===== src/rtl/small_prng_bounded_int_assert.svh =====
// Assertion macros shared by the generator block, compiled out for synthesis.
`ifndef SMALL_PRNG_BOUNDED_INT_ASSERT_SVH
`define SMALL_PRNG_BOUNDED_INT_ASSERT_SVH

`ifndef SYNTHESIS
// Consequence must hold in the same cycle as the trigger.
`define SPRNG_ASSERT_NOW(lbl, ante, cons) \
  lbl: assert property (@(posedge clk) disable iff (rst) (ante) |-> (cons)) \
    else $error("%m: same-cycle check failed");
// Consequence must hold in the cycle after the trigger.
`define SPRNG_ASSERT_NEXT(lbl, ante, cons) \
  lbl: assert property (@(posedge clk) disable iff (rst) (ante) |=> (cons)) \
    else $error("%m: next-cycle check failed");
`else
`define SPRNG_ASSERT_NOW(lbl, ante, cons)
`define SPRNG_ASSERT_NEXT(lbl, ante, cons)
`endif

`endif


===== src/rtl/sprng_pkg.sv =====
// Types and constants shared across the small generator block.
package sprng_pkg;

  localparam int WORD_W     = 32;
  localparam int VALUE_W    = WORD_W + 1;
  localparam int WARMUP_W   = 5;
  localparam int DIV_CNT_W  = $clog2(WORD_W);

  localparam logic [WORD_W-1:0]   INIT_WORD_A    = 32'hf1ea5eed;
  localparam logic [WORD_W-1:0]   DEFAULT_SEED   = 32'hdeadbeef;
  localparam logic [WARMUP_W-1:0] WARMUP_DEFAULT = 5'd20;
  localparam int                  ROT_B          = 27;
  localparam int                  ROT_C          = 17;

  typedef logic [WORD_W-1:0]          word_t;
  typedef logic signed [VALUE_W-1:0]  value_t;

  typedef enum logic [1:0] {
    OP_RAW    = 2'd0,
    OP_RANGED = 2'd1,
    OP_RESEED = 2'd2,
    OP_UNUSED = 2'd3
  } opcode_t;

  typedef enum logic [1:0] {
    ST_OK      = 2'd0,
    ST_BOUNDS  = 2'd1,
    ST_RESEEDED = 2'd2,
    ST_RSVD    = 2'd3
  } status_t;

  // Control from the sequencer to the state-word unit.
  typedef struct packed {
    logic load;
    logic advance;
  } gen_ctrl_t;

  function automatic word_t rotl(input word_t v, input int k);
    rotl = (v << k) | (v >> (WORD_W - k));
  endfunction

endpackage


===== src/rtl/sprng_req_if.sv =====
// Request channel: opcode and inclusive range bounds.
interface sprng_req_if import sprng_pkg::*; ();
  logic                      valid;
  logic                      ready;
  logic [1:0]                opcode;
  logic signed [WORD_W-1:0]  range_low;
  logic signed [WORD_W-1:0]  range_high;

  modport source (output valid, opcode, range_low, range_high, input ready);
  modport sink   (input valid, opcode, range_low, range_high, output ready);
endinterface


===== src/rtl/sprng_rsp_if.sv =====
// Response channel: drawn value and status code.
interface sprng_rsp_if import sprng_pkg::*; ();
  logic                       valid;
  logic                       ready;
  logic signed [VALUE_W-1:0]  value;
  logic [1:0]                 status;

  modport source (output valid, value, status, input ready);
  modport sink   (input valid, value, status, output ready);
endinterface


===== src/rtl/sprng_gen.sv =====
// Four-word generator state with a single-round update unit.
module sprng_gen import sprng_pkg::*; (
  input  logic      clk,
  input  logic      rst,
  input  gen_ctrl_t ctrl,
  input  word_t     seed,
  output word_t     round_word
);

  word_t word_a, word_b, word_c, word_d;
  word_t e_val, a_next;

  // One round: the new d is the output word
  always_comb begin
    e_val      = word_a - rotl(word_b, ROT_B);
    a_next     = word_b ^ rotl(word_c, ROT_C);
    round_word = e_val + a_next;
  end

  // Reset loads the default seed; the sequencer runs the warm-up
  always_ff @(posedge clk) begin
    if (rst) begin
      word_a <= INIT_WORD_A;
      word_b <= DEFAULT_SEED;
      word_c <= DEFAULT_SEED;
      word_d <= DEFAULT_SEED;
    end else if (ctrl.load) begin
      word_a <= INIT_WORD_A;
      word_b <= seed;
      word_c <= seed;
      word_d <= seed;
    end else if (ctrl.advance) begin
      word_a <= a_next;
      word_b <= word_c + word_d;
      word_c <= word_d + e_val;
      word_d <= round_word;
    end
  end

endmodule


===== src/rtl/sprng_remu.sv =====
// Restoring remainder unit, one quotient bit per cycle.
module sprng_remu import sprng_pkg::*; (
  input  logic  clk,
  input  logic  rst,
  input  logic  start,
  input  word_t dividend,
  input  word_t divisor,
  output logic  busy,
  output logic  done,
  output word_t rem
);

  logic [WORD_W:0]        part;
  logic [WORD_W:0]        part_sh;
  logic [WORD_W:0]        part_next;
  word_t                  quo;
  word_t                  dvs;
  logic [DIV_CNT_W-1:0]   cnt;

  // Shift in the next dividend bit, subtract when it fits
  always_comb begin
    part_sh = {part[WORD_W-1:0], quo[WORD_W-1]};
    if (part_sh >= {1'b0, dvs}) begin
      part_next = part_sh - {1'b0, dvs};
    end else begin
      part_next = part_sh;
    end
  end

  assign rem = part[WORD_W-1:0];

  // Sequence the bit steps
  always_ff @(posedge clk) begin
    if (rst) begin
      busy <= 1'b0;
      done <= 1'b0;
      cnt  <= '0;
    end else begin
      done <= 1'b0;
      if (start) begin
        busy <= 1'b1;
        cnt  <= '0;
      end else if (busy) begin
        cnt <= cnt + 1'b1;
        if (cnt == DIV_CNT_W'(WORD_W - 1)) begin
          busy <= 1'b0;
          done <= 1'b1;
        end
      end
    end
  end

  // Datapath registers
  always_ff @(posedge clk) begin
    if (start) begin
      part <= '0;
      quo  <= dividend;
      dvs  <= divisor;
    end else if (busy) begin
      part <= part_next;
      quo  <= {quo[WORD_W-2:0], 1'b0};
    end
  end

endmodule


===== src/rtl/small_prng_bounded_int.sv =====
// Top level: request sequencer around the generator and the remainder unit.
//
// Channels: req (sink) carries opcode, range_low and range_high; rsp (source)
// carries value and status. Each accepted request yields exactly one response.
// cfg_we/cfg_wdata write the seed register used by the reseed opcode.
//
// Steps from the accepting edge to rsp.valid:
//   raw word: one round, then the result register.
//   bounds error or unused opcode: the result register only.
//   full 32-bit span: one round, then the result register.
//   ranged draw: the rejection threshold, one round for the try, the
//   reduction of the accepted word and the result register; each rejected
//   word adds another round. The bit-serial remainder unit computes both
//   the threshold and the reduction.
//   reseed: WARMUP_ROUNDS rounds, one a cycle, then the result register.
// One request is in flight at a time; req.ready is high only while idle.
// A finished response sits in the output register, so the next request is
// accepted while the receiver stalls; a second result then waits for the beat.
// Reset (synchronous, rst high) restores the default seed and runs the
// warm-up rounds; req.ready rises once they are done.
`include "small_prng_bounded_int_assert.svh"

module small_prng_bounded_int import sprng_pkg::*; #(
  parameter logic [WARMUP_W-1:0] WARMUP_ROUNDS = WARMUP_DEFAULT
) (
  input  logic        clk,
  input  logic        rst,
  sprng_req_if.sink   req,
  sprng_rsp_if.source rsp,
  input  logic        cfg_we,
  input  word_t       cfg_wdata
);

  typedef enum logic [5:0] {
    S_IDLE = 6'b000001,
    S_WARM = 6'b000010,
    S_REM  = 6'b000100,
    S_DRAW = 6'b001000,
    S_MOD  = 6'b010000,
    S_OUT  = 6'b100000
  } state_t;

  typedef enum logic [1:0] {
    DRAW_RAW    = 2'd0,
    DRAW_FULL   = 2'd1,
    DRAW_RANGED = 2'd2,
    DRAW_NONE   = 2'd3
  } draw_kind_t;

  state_t                 state;
  draw_kind_t             kind;
  logic [WARMUP_W-1:0]    warm_cnt;
  logic                   report;
  word_t                  seed;
  word_t                  span;
  word_t                  limit;
  logic signed [WORD_W-1:0] lo;
  value_t                 res_value;
  status_t                res_status;

  gen_ctrl_t              gen_ctrl;
  word_t                  round_word;
  logic                   div_start;
  word_t                  div_dividend;
  word_t                  div_divisor;
  logic                   div_busy;
  logic                   div_done;
  word_t                  div_rem;

  logic                   accept;
  opcode_t                op;
  logic [VALUE_W-1:0]     span_full;
  logic                   bad_order;
  value_t                 lo_ext;
  value_t                 sum_in;
  value_t                 sum;

  assign accept    = req.valid && req.ready;
  assign op        = opcode_t'(req.opcode);
  assign req.ready = (state == S_IDLE);
  assign bad_order = (req.range_high < req.range_low);
  assign span_full = {req.range_high[WORD_W-1], req.range_high}
                   - {req.range_low[WORD_W-1], req.range_low} + VALUE_W'(1);

  // Shared adder: low bound plus the raw word or the reduced remainder
  assign lo_ext = {lo[WORD_W-1], lo};
  assign sum_in = (state == S_DRAW) ? value_t'({1'b0, round_word})
                                    : value_t'({1'b0, div_rem});
  assign sum    = lo_ext + sum_in;

  // Generator and divider control
  always_comb begin
    gen_ctrl.load    = accept && (op == OP_RESEED);
    gen_ctrl.advance = ((state == S_WARM) && (warm_cnt != '0)) || (state == S_DRAW);
    div_start        = (accept && (op == OP_RANGED) && !bad_order && !span_full[WORD_W])
                     || ((state == S_DRAW) && (kind == DRAW_RANGED)
                         && (round_word < limit));
    div_dividend     = (state == S_IDLE) ? '1 : round_word;
    div_divisor      = (state == S_IDLE) ? span_full[WORD_W-1:0] : span;
  end

  sprng_gen u_gen (
    .clk        (clk),
    .rst        (rst),
    .ctrl       (gen_ctrl),
    .seed       (seed),
    .round_word (round_word)
  );

  sprng_remu u_remu (
    .clk      (clk),
    .rst      (rst),
    .start    (div_start),
    .dividend (div_dividend),
    .divisor  (div_divisor),
    .busy     (div_busy),
    .done     (div_done),
    .rem      (div_rem)
  );

  // Seed register
  always_ff @(posedge clk) begin
    if (rst) begin
      seed <= DEFAULT_SEED;
    end else if (cfg_we) begin
      seed <= cfg_wdata;
    end
  end

  // Request sequencer
  always_ff @(posedge clk) begin
    if (rst) begin
      state    <= S_WARM;
      warm_cnt <= WARMUP_ROUNDS;
      report   <= 1'b0;
      kind     <= DRAW_NONE;
    end else begin
      unique case (state)
        S_IDLE: begin
          if (accept) begin
            res_value  <= '0;
            res_status <= ST_OK;
            lo         <= req.range_low;
            span       <= span_full[WORD_W-1:0];
            unique case (op)
              OP_RAW: begin
                kind  <= DRAW_RAW;
                state <= S_DRAW;
              end
              OP_RANGED: begin
                priority if (bad_order) begin
                  res_status <= ST_BOUNDS;
                  state      <= S_OUT;
                end else if (span_full[WORD_W]) begin
                  kind  <= DRAW_FULL;
                  state <= S_DRAW;
                end else begin
                  kind  <= DRAW_RANGED;
                  state <= S_REM;
                end
              end
              OP_RESEED: begin
                warm_cnt <= WARMUP_ROUNDS;
                report   <= 1'b1;
                state    <= S_WARM;
              end
              default: begin
                state <= S_OUT;
              end
            endcase
          end
        end
        S_WARM: begin
          if (warm_cnt == '0) begin
            res_status <= ST_RESEEDED;
            res_value  <= '0;
            state      <= report ? S_OUT : S_IDLE;
            report     <= 1'b0;
          end else begin
            warm_cnt <= warm_cnt - 1'b1;
          end
        end
        S_REM: begin
          // Words at or above the threshold would bias the draw
          if (div_done) begin
            limit <= ~div_rem;
            state <= S_DRAW;
          end
        end
        S_DRAW: begin
          unique case (kind)
            DRAW_RAW: begin
              res_value <= value_t'({1'b0, round_word});
              state     <= S_OUT;
            end
            DRAW_FULL: begin
              res_value <= sum;
              state     <= S_OUT;
            end
            DRAW_RANGED: begin
              if (round_word < limit) begin
                state <= S_MOD;
              end
            end
            default: begin
              state <= S_OUT;
            end
          endcase
        end
        S_MOD: begin
          if (div_done) begin
            res_value <= sum;
            state     <= S_OUT;
          end
        end
        S_OUT: begin
          if (!rsp.valid || rsp.ready) begin
            state <= S_IDLE;
          end
        end
        default: begin
          state <= S_IDLE;
        end
      endcase
    end
  end

  // Output register: load from the sequencer, drop once the beat is taken
  always_ff @(posedge clk) begin
    if (rst) begin
      rsp.valid <= 1'b0;
    end else if ((state == S_OUT) && (!rsp.valid || rsp.ready)) begin
      rsp.valid <= 1'b1;
    end else if (rsp.ready) begin
      rsp.valid <= 1'b0;
    end
  end

  always_ff @(posedge clk) begin
    if ((state == S_OUT) && (!rsp.valid || rsp.ready)) begin
      rsp.value  <= res_value;
      rsp.status <= res_status;
    end
  end

  `SPRNG_ASSERT_NOW(a_idle_div_quiet, req.ready, !div_busy)
  `SPRNG_ASSERT_NOW(a_rem_below_span, div_done, div_rem < span)
  `SPRNG_ASSERT_NEXT(a_reseed_warms, accept && (op == OP_RESEED), state == S_WARM)

endmodule


===== src/flat_wrapper.sv =====
// flat-port wrapper written by rule: the top's interface ports become plain ports
module small_prng_bounded_int_flat import sprng_pkg::*;
#(
  parameter logic [WARMUP_W-1:0] WARMUP_ROUNDS = WARMUP_DEFAULT
)
  (clk, rst, cfg_we, cfg_wdata, req_valid, req_opcode, req_range_low, req_range_high, req_ready, rsp_valid, rsp_value, rsp_status, rsp_ready);
  sprng_req_if req_i ();
  sprng_rsp_if rsp_i ();
  input  logic clk;
  input  logic rst;
  input  logic cfg_we;
  input  word_t cfg_wdata;
  input wire logic [$bits(req_i.valid)-1:0] req_valid;
  input wire logic [$bits(req_i.opcode)-1:0] req_opcode;
  input wire logic [$bits(req_i.range_low)-1:0] req_range_low;
  input wire logic [$bits(req_i.range_high)-1:0] req_range_high;
  output wire logic [$bits(req_i.ready)-1:0] req_ready;
  output wire logic [$bits(rsp_i.valid)-1:0] rsp_valid;
  output wire logic [$bits(rsp_i.value)-1:0] rsp_value;
  output wire logic [$bits(rsp_i.status)-1:0] rsp_status;
  input wire logic [$bits(rsp_i.ready)-1:0] rsp_ready;
  assign req_i.valid = req_valid;
  assign req_i.opcode = req_opcode;
  assign req_i.range_low = req_range_low;
  assign req_i.range_high = req_range_high;
  assign req_ready = req_i.ready;
  assign rsp_valid = rsp_i.valid;
  assign rsp_value = rsp_i.value;
  assign rsp_status = rsp_i.status;
  assign rsp_i.ready = rsp_ready;
  small_prng_bounded_int #(.WARMUP_ROUNDS(WARMUP_ROUNDS)) u_core (.clk(clk), .rst(rst), .req(req_i), .rsp(rsp_i), .cfg_we(cfg_we), .cfg_wdata(cfg_wdata));
endmodule

===== config.mk =====
export PLATFORM = sky130hd
export DESIGN_NAME = small_prng_bounded_int_flat
export DESIGN_NICKNAME = d
export VERILOG_FILES = /design/src/rtl/sprng_pkg.sv /design/src/rtl/sprng_req_if.sv /design/src/rtl/sprng_rsp_if.sv /design/src/rtl/sprng_gen.sv /design/src/rtl/sprng_remu.sv /design/src/rtl/small_prng_bounded_int.sv /design/src/flat_wrapper.sv
export VERILOG_INCLUDE_DIRS = /design/src /design/src/rtl
export SDC_FILE = /design/constraint.sdc
export NUM_CORES = 1
export LEC_CHECK = 0
export BUFFER_PORTS_ARGS = -buffer_cell sky130_fd_sc_hd__buf_2
export CORE_MARGIN = 4
export CORE_UTILIZATION = 60
export CTS_CLUSTER_DIAMETER = 200
export CTS_CLUSTER_SIZE = 25
export DETAILED_ROUTE_END_ITERATION = 10
export PLACE_DENSITY = 0.78
export SKIP_LAST_GASP = 1
export SLEW_MARGIN = 10
export SYNTH_ARGS = -nofsm -noshare
export SYNTH_HDL_FRONTEND = slang
export SYNTH_SLANG_ARGS = --single-unit

===== constraint.sdc =====
create_clock -name clk -period 11.9 [get_ports clk]
set_clock_uncertainty 0.05 [all_clocks]
set_input_delay 3.57 -clock clk [delete_from_list [all_inputs] [get_ports clk]]
set_output_delay 3.57 -clock clk [all_outputs]
set_load 0.005 [all_outputs]

==> impl_results.md <==
- Layout cells sized above 1: 0.07398
- Crit start category: flip-flop
- Die width: 231.6 µm
- Sequential fraction of the synthesis area: 0.3731
- Setup Buffers After CTS: 0
- Drt initial violations: 2426
- CP dominant cell by count: ha_1
- Final hold vios: 0
- Final setup viols: 0
- EDFF count, synth: 230
- Worst hold path class: flip-flop to flip-flop
- Die area: about 0.054 mm²
- Initial Utilization: 0.6103
- Critical Path Sink Type: flip-flop
- Latest clock arrival within the worst-skew pair: 0.59 ns
- CP bufs+invs: 2
- Worst EP required: 12.07 ns
- Syn Area/Cell: 9.027 µm²
- Post-Route WL: 89390 µm
- FMAX: 109.0 MHz
- CP max stage cell: nand2_1
- Core area: 0.04915 mm²
- Initial antenna violation count: 2
- First-pass GRT wire length: between 100000 and 150000 µm
- Mapped Area: 0.03000 mm²
- Final min period: 9.178 ns
- Hold Buf Count CTS: 0
- Port Buffers: between 100 and 150
- Top post-synthesis cells by area: edfxtp_1 23%, dfxtp_1 14%, ha_1 12%
- Outcome: finished, final reports clean
- Synth warn: 0
- Via count: 25720
- Num Clock Sinks: 444
- Gr usage total: 0.3223
- Clock buffer depth: 3
- Worst path max stage delay: 0.67 ns
- Post-synth cell types: 90
- Ports: 140
- Routed len/inst: between 20 and 25 µm
- CTS resizes: 0
- WP data arrival: 9.35 ns
- Worst setup slack after layout: 2.722 ns
- Main flop type after synthesis: edfxtp_1
- Number of max-cap violations: 0
- Synth-to-layout area growth: 6.657%
- Die Y: 231.6 µm
- Crit path max-delay family: compound AO/OA/AOI/OAI gates
- CP max FO: 32
- Remaining DRCs: 0
- Cts bufs inserted: 21
- Yosys top cell by area: edfxtp_1
- Final Net Count: between 3000 and 4000
- Util after Layout: 0.6509
- Vias in the first global route: 24810
- GPL Wtd Cong: approximately 1.0
- Worst slew pin tran: ~1.3 ns
- Relative slew slack: 0.1282
- Ys async rst share: 0
- Largest net degree at the start of global routing: 80
- Pre-CTS setup slack: 2.881 ns
- H-tree levels: 1
- CTS tree: yes
- Number of max-slew violations in the final report: 0
- Post-Syn Nets: 3736
- Fin Setup TNS: 0 ns
- GRT overflow: 0
- Post-synthesis register bit count: 444
- Clk slew on worst S/H paths: 0.10 ns
- Post-Syn Instances: 3323
- Post-DR vias/cell: 6.296
- Post-detail-place hpwl: a little under 70000 µm
- Detail Route Antenna Nets: 0
- First-pass detailed-route iteration total: 5
- Crit Path Category: flip-flop to flip-flop
- RSZ-0062 raised after global routing: no
- Period utilization: 0.7712
- Root Driver: clkbuf_16
- Top-area cell type share of the netlist area: 0.2302
- Row cnt: 81
==> area by class of cell <==
| class | count | area, µm² |
|---|---|---|
| Timing Repair Buffer | 175 | 965.9 |
| Fill cell | 4031 | 17160 |
| Inverter | 280 | 1051 |
| Tap cell | 664 | 830.8 |
| Multi-Input combinational cell | 2485 | 17360 |
| Clock inverter | 2 | 17.52 |
| Clock buffer | 34 | 574.3 |
| Antenna cell | 1 | 2.502 |
| Sequential cell | 444 | 11190 |
==> worst reg2reg max path, delay by kind of cell (launching register included) <==
family	cells	cell delay [ns]
and+or+nand+nor	10	2.36
AOI/OAI and AO/OA	16	3.76
adders and majority gates	4	1.31
xor gates and xnor gates	2	0.67
DFF	1	0.35
buffers and inverters	2	0.31
==> final timing paths <==
kind	startpoint	end	slack (ns)	cells after the start
max	u_core.u_gen.word_a[0]	u_core.u_remu.quo[22]	2.72	34
min	u_core.res_value[0]	u_core.rsp.value[0]	0.38	0
max reg2reg	u_core.u_gen.word_a[0]	u_core.u_remu.quo[22]	2.72	34
min reg2reg	u_core.res_value[0]	u_core.rsp.value[0]	0.38	0
==> per-stage QoR <==
stage	std cells	instance area, µm²	hold WS, ns
floorplan	3323	30000	0.3503
finish	4085	31990	0.3773
global placement	4048	31400	0.3533
CTS	4084	31990	0.3771
detailed placement	4048	31400	0.3556
global route	4085	31990	0.3919
==> cell usage in the layout (no fill, tap or decap), types with 23 or more instances in the layout <==
cell        n
mux2i_1    54
nand2_1   293
a21o_1    113
o21ai_0   229
o21a_1     42
a31oi_1    30
buf_4      36
a21oi_1   228
nand3_1    39
xor2_1     93
edfxtp_1  230
nor2b_1    28
dfxtp_1   213
a211oi_1   79
nor2_1    289
o211ai_1   31
nand4_1    31
buf_2     139
nor3_1     66
inv_1     279
xnor2_1   122
nand2b_1   38
o21bai_1   36
ha_1      288
a221oi_1   23
==> state kept, by name, indices dropped and copies added, names as in the netlist, 5 cells and up <==
| register | cells |
|---|---|
| u_core.lo | 32 |
| u_core.limit | 32 |
| u_core.u_remu.quo | 32 |
| u_core.u_gen.word_d | 32 |
| u_core.u_remu.part | 32 |
| u_core.u_gen.word_b | 32 |
| u_core.warm_cnt | 5 |
| u_core.u_gen.word_a | 32 |
| u_core.rsp.value | 33 |
| u_core.u_remu.cnt | 5 |
| u_core.seed | 32 |
| u_core.span | 32 |
| u_core.u_gen.word_c | 32 |
| u_core.u_remu.dvs | 32 |
| u_core.res_value | 33 |
| u_core.state | 6 |
==> per-layer routing <==
metal / routed length [µm] / vias to the layer above / global-route usage
li1: - / 12170 / -
met1: 35870 / 12320 / 0.4032
met2: 43390 / 1014 / 0.5607
met3: 5352 / 224 / 0.03577
met4: 4762 / 2 / 0.1485
met5: 7 / - / 0
==> kinds of logic (layout without fill, tap and decap cells) <==
kind of cell / Yosys count / count (layout) / share of synthesized area
fa+ha+maj: 310 / 310 / 0.1348
flops: 444 / 444 / 0.3731
simple gates: 891 / 891 / 0.1352
other cells: 0 / 1 / 0
compound gates: 1000 / 1000 / 0.2201
buf+inv: 394 / 491 / 0.04984
xor+xnor: 217 / 217 / 0.06411
mux: 67 / 67 / 0.02290
==> synthesized netlist by cell type (all sizes together) (10+ instances only) <==
library cell / n
o211ai: 31
xnor2: 123
a21boi: 10
nand3: 40
nand4: 31
and3: 22
o21bai: 36
nor3: 67
o31ai: 14
a31oi: 31
a221o: 11
clkbuf: 88
nor4: 13
mux2i: 54
or2: 11
mux2: 13
o22ai: 17
buf: 26
o22a: 21
a21o: 113
dfxtp: 214
inv: 280
o21ai: 234
fa: 22
xor2: 93
a21oi: 229
a211oi: 80
and4: 12
o21a: 43
edfxtp: 230
a2111oi: 12
nor2b: 29
nand2b: 38
nand2: 294
a22oi: 12
ha: 288
nor2: 293
a221oi: 24
Power is not shown: default switching activity piles up to over one toggle a cycle in this logic, so the estimate is an artifact.
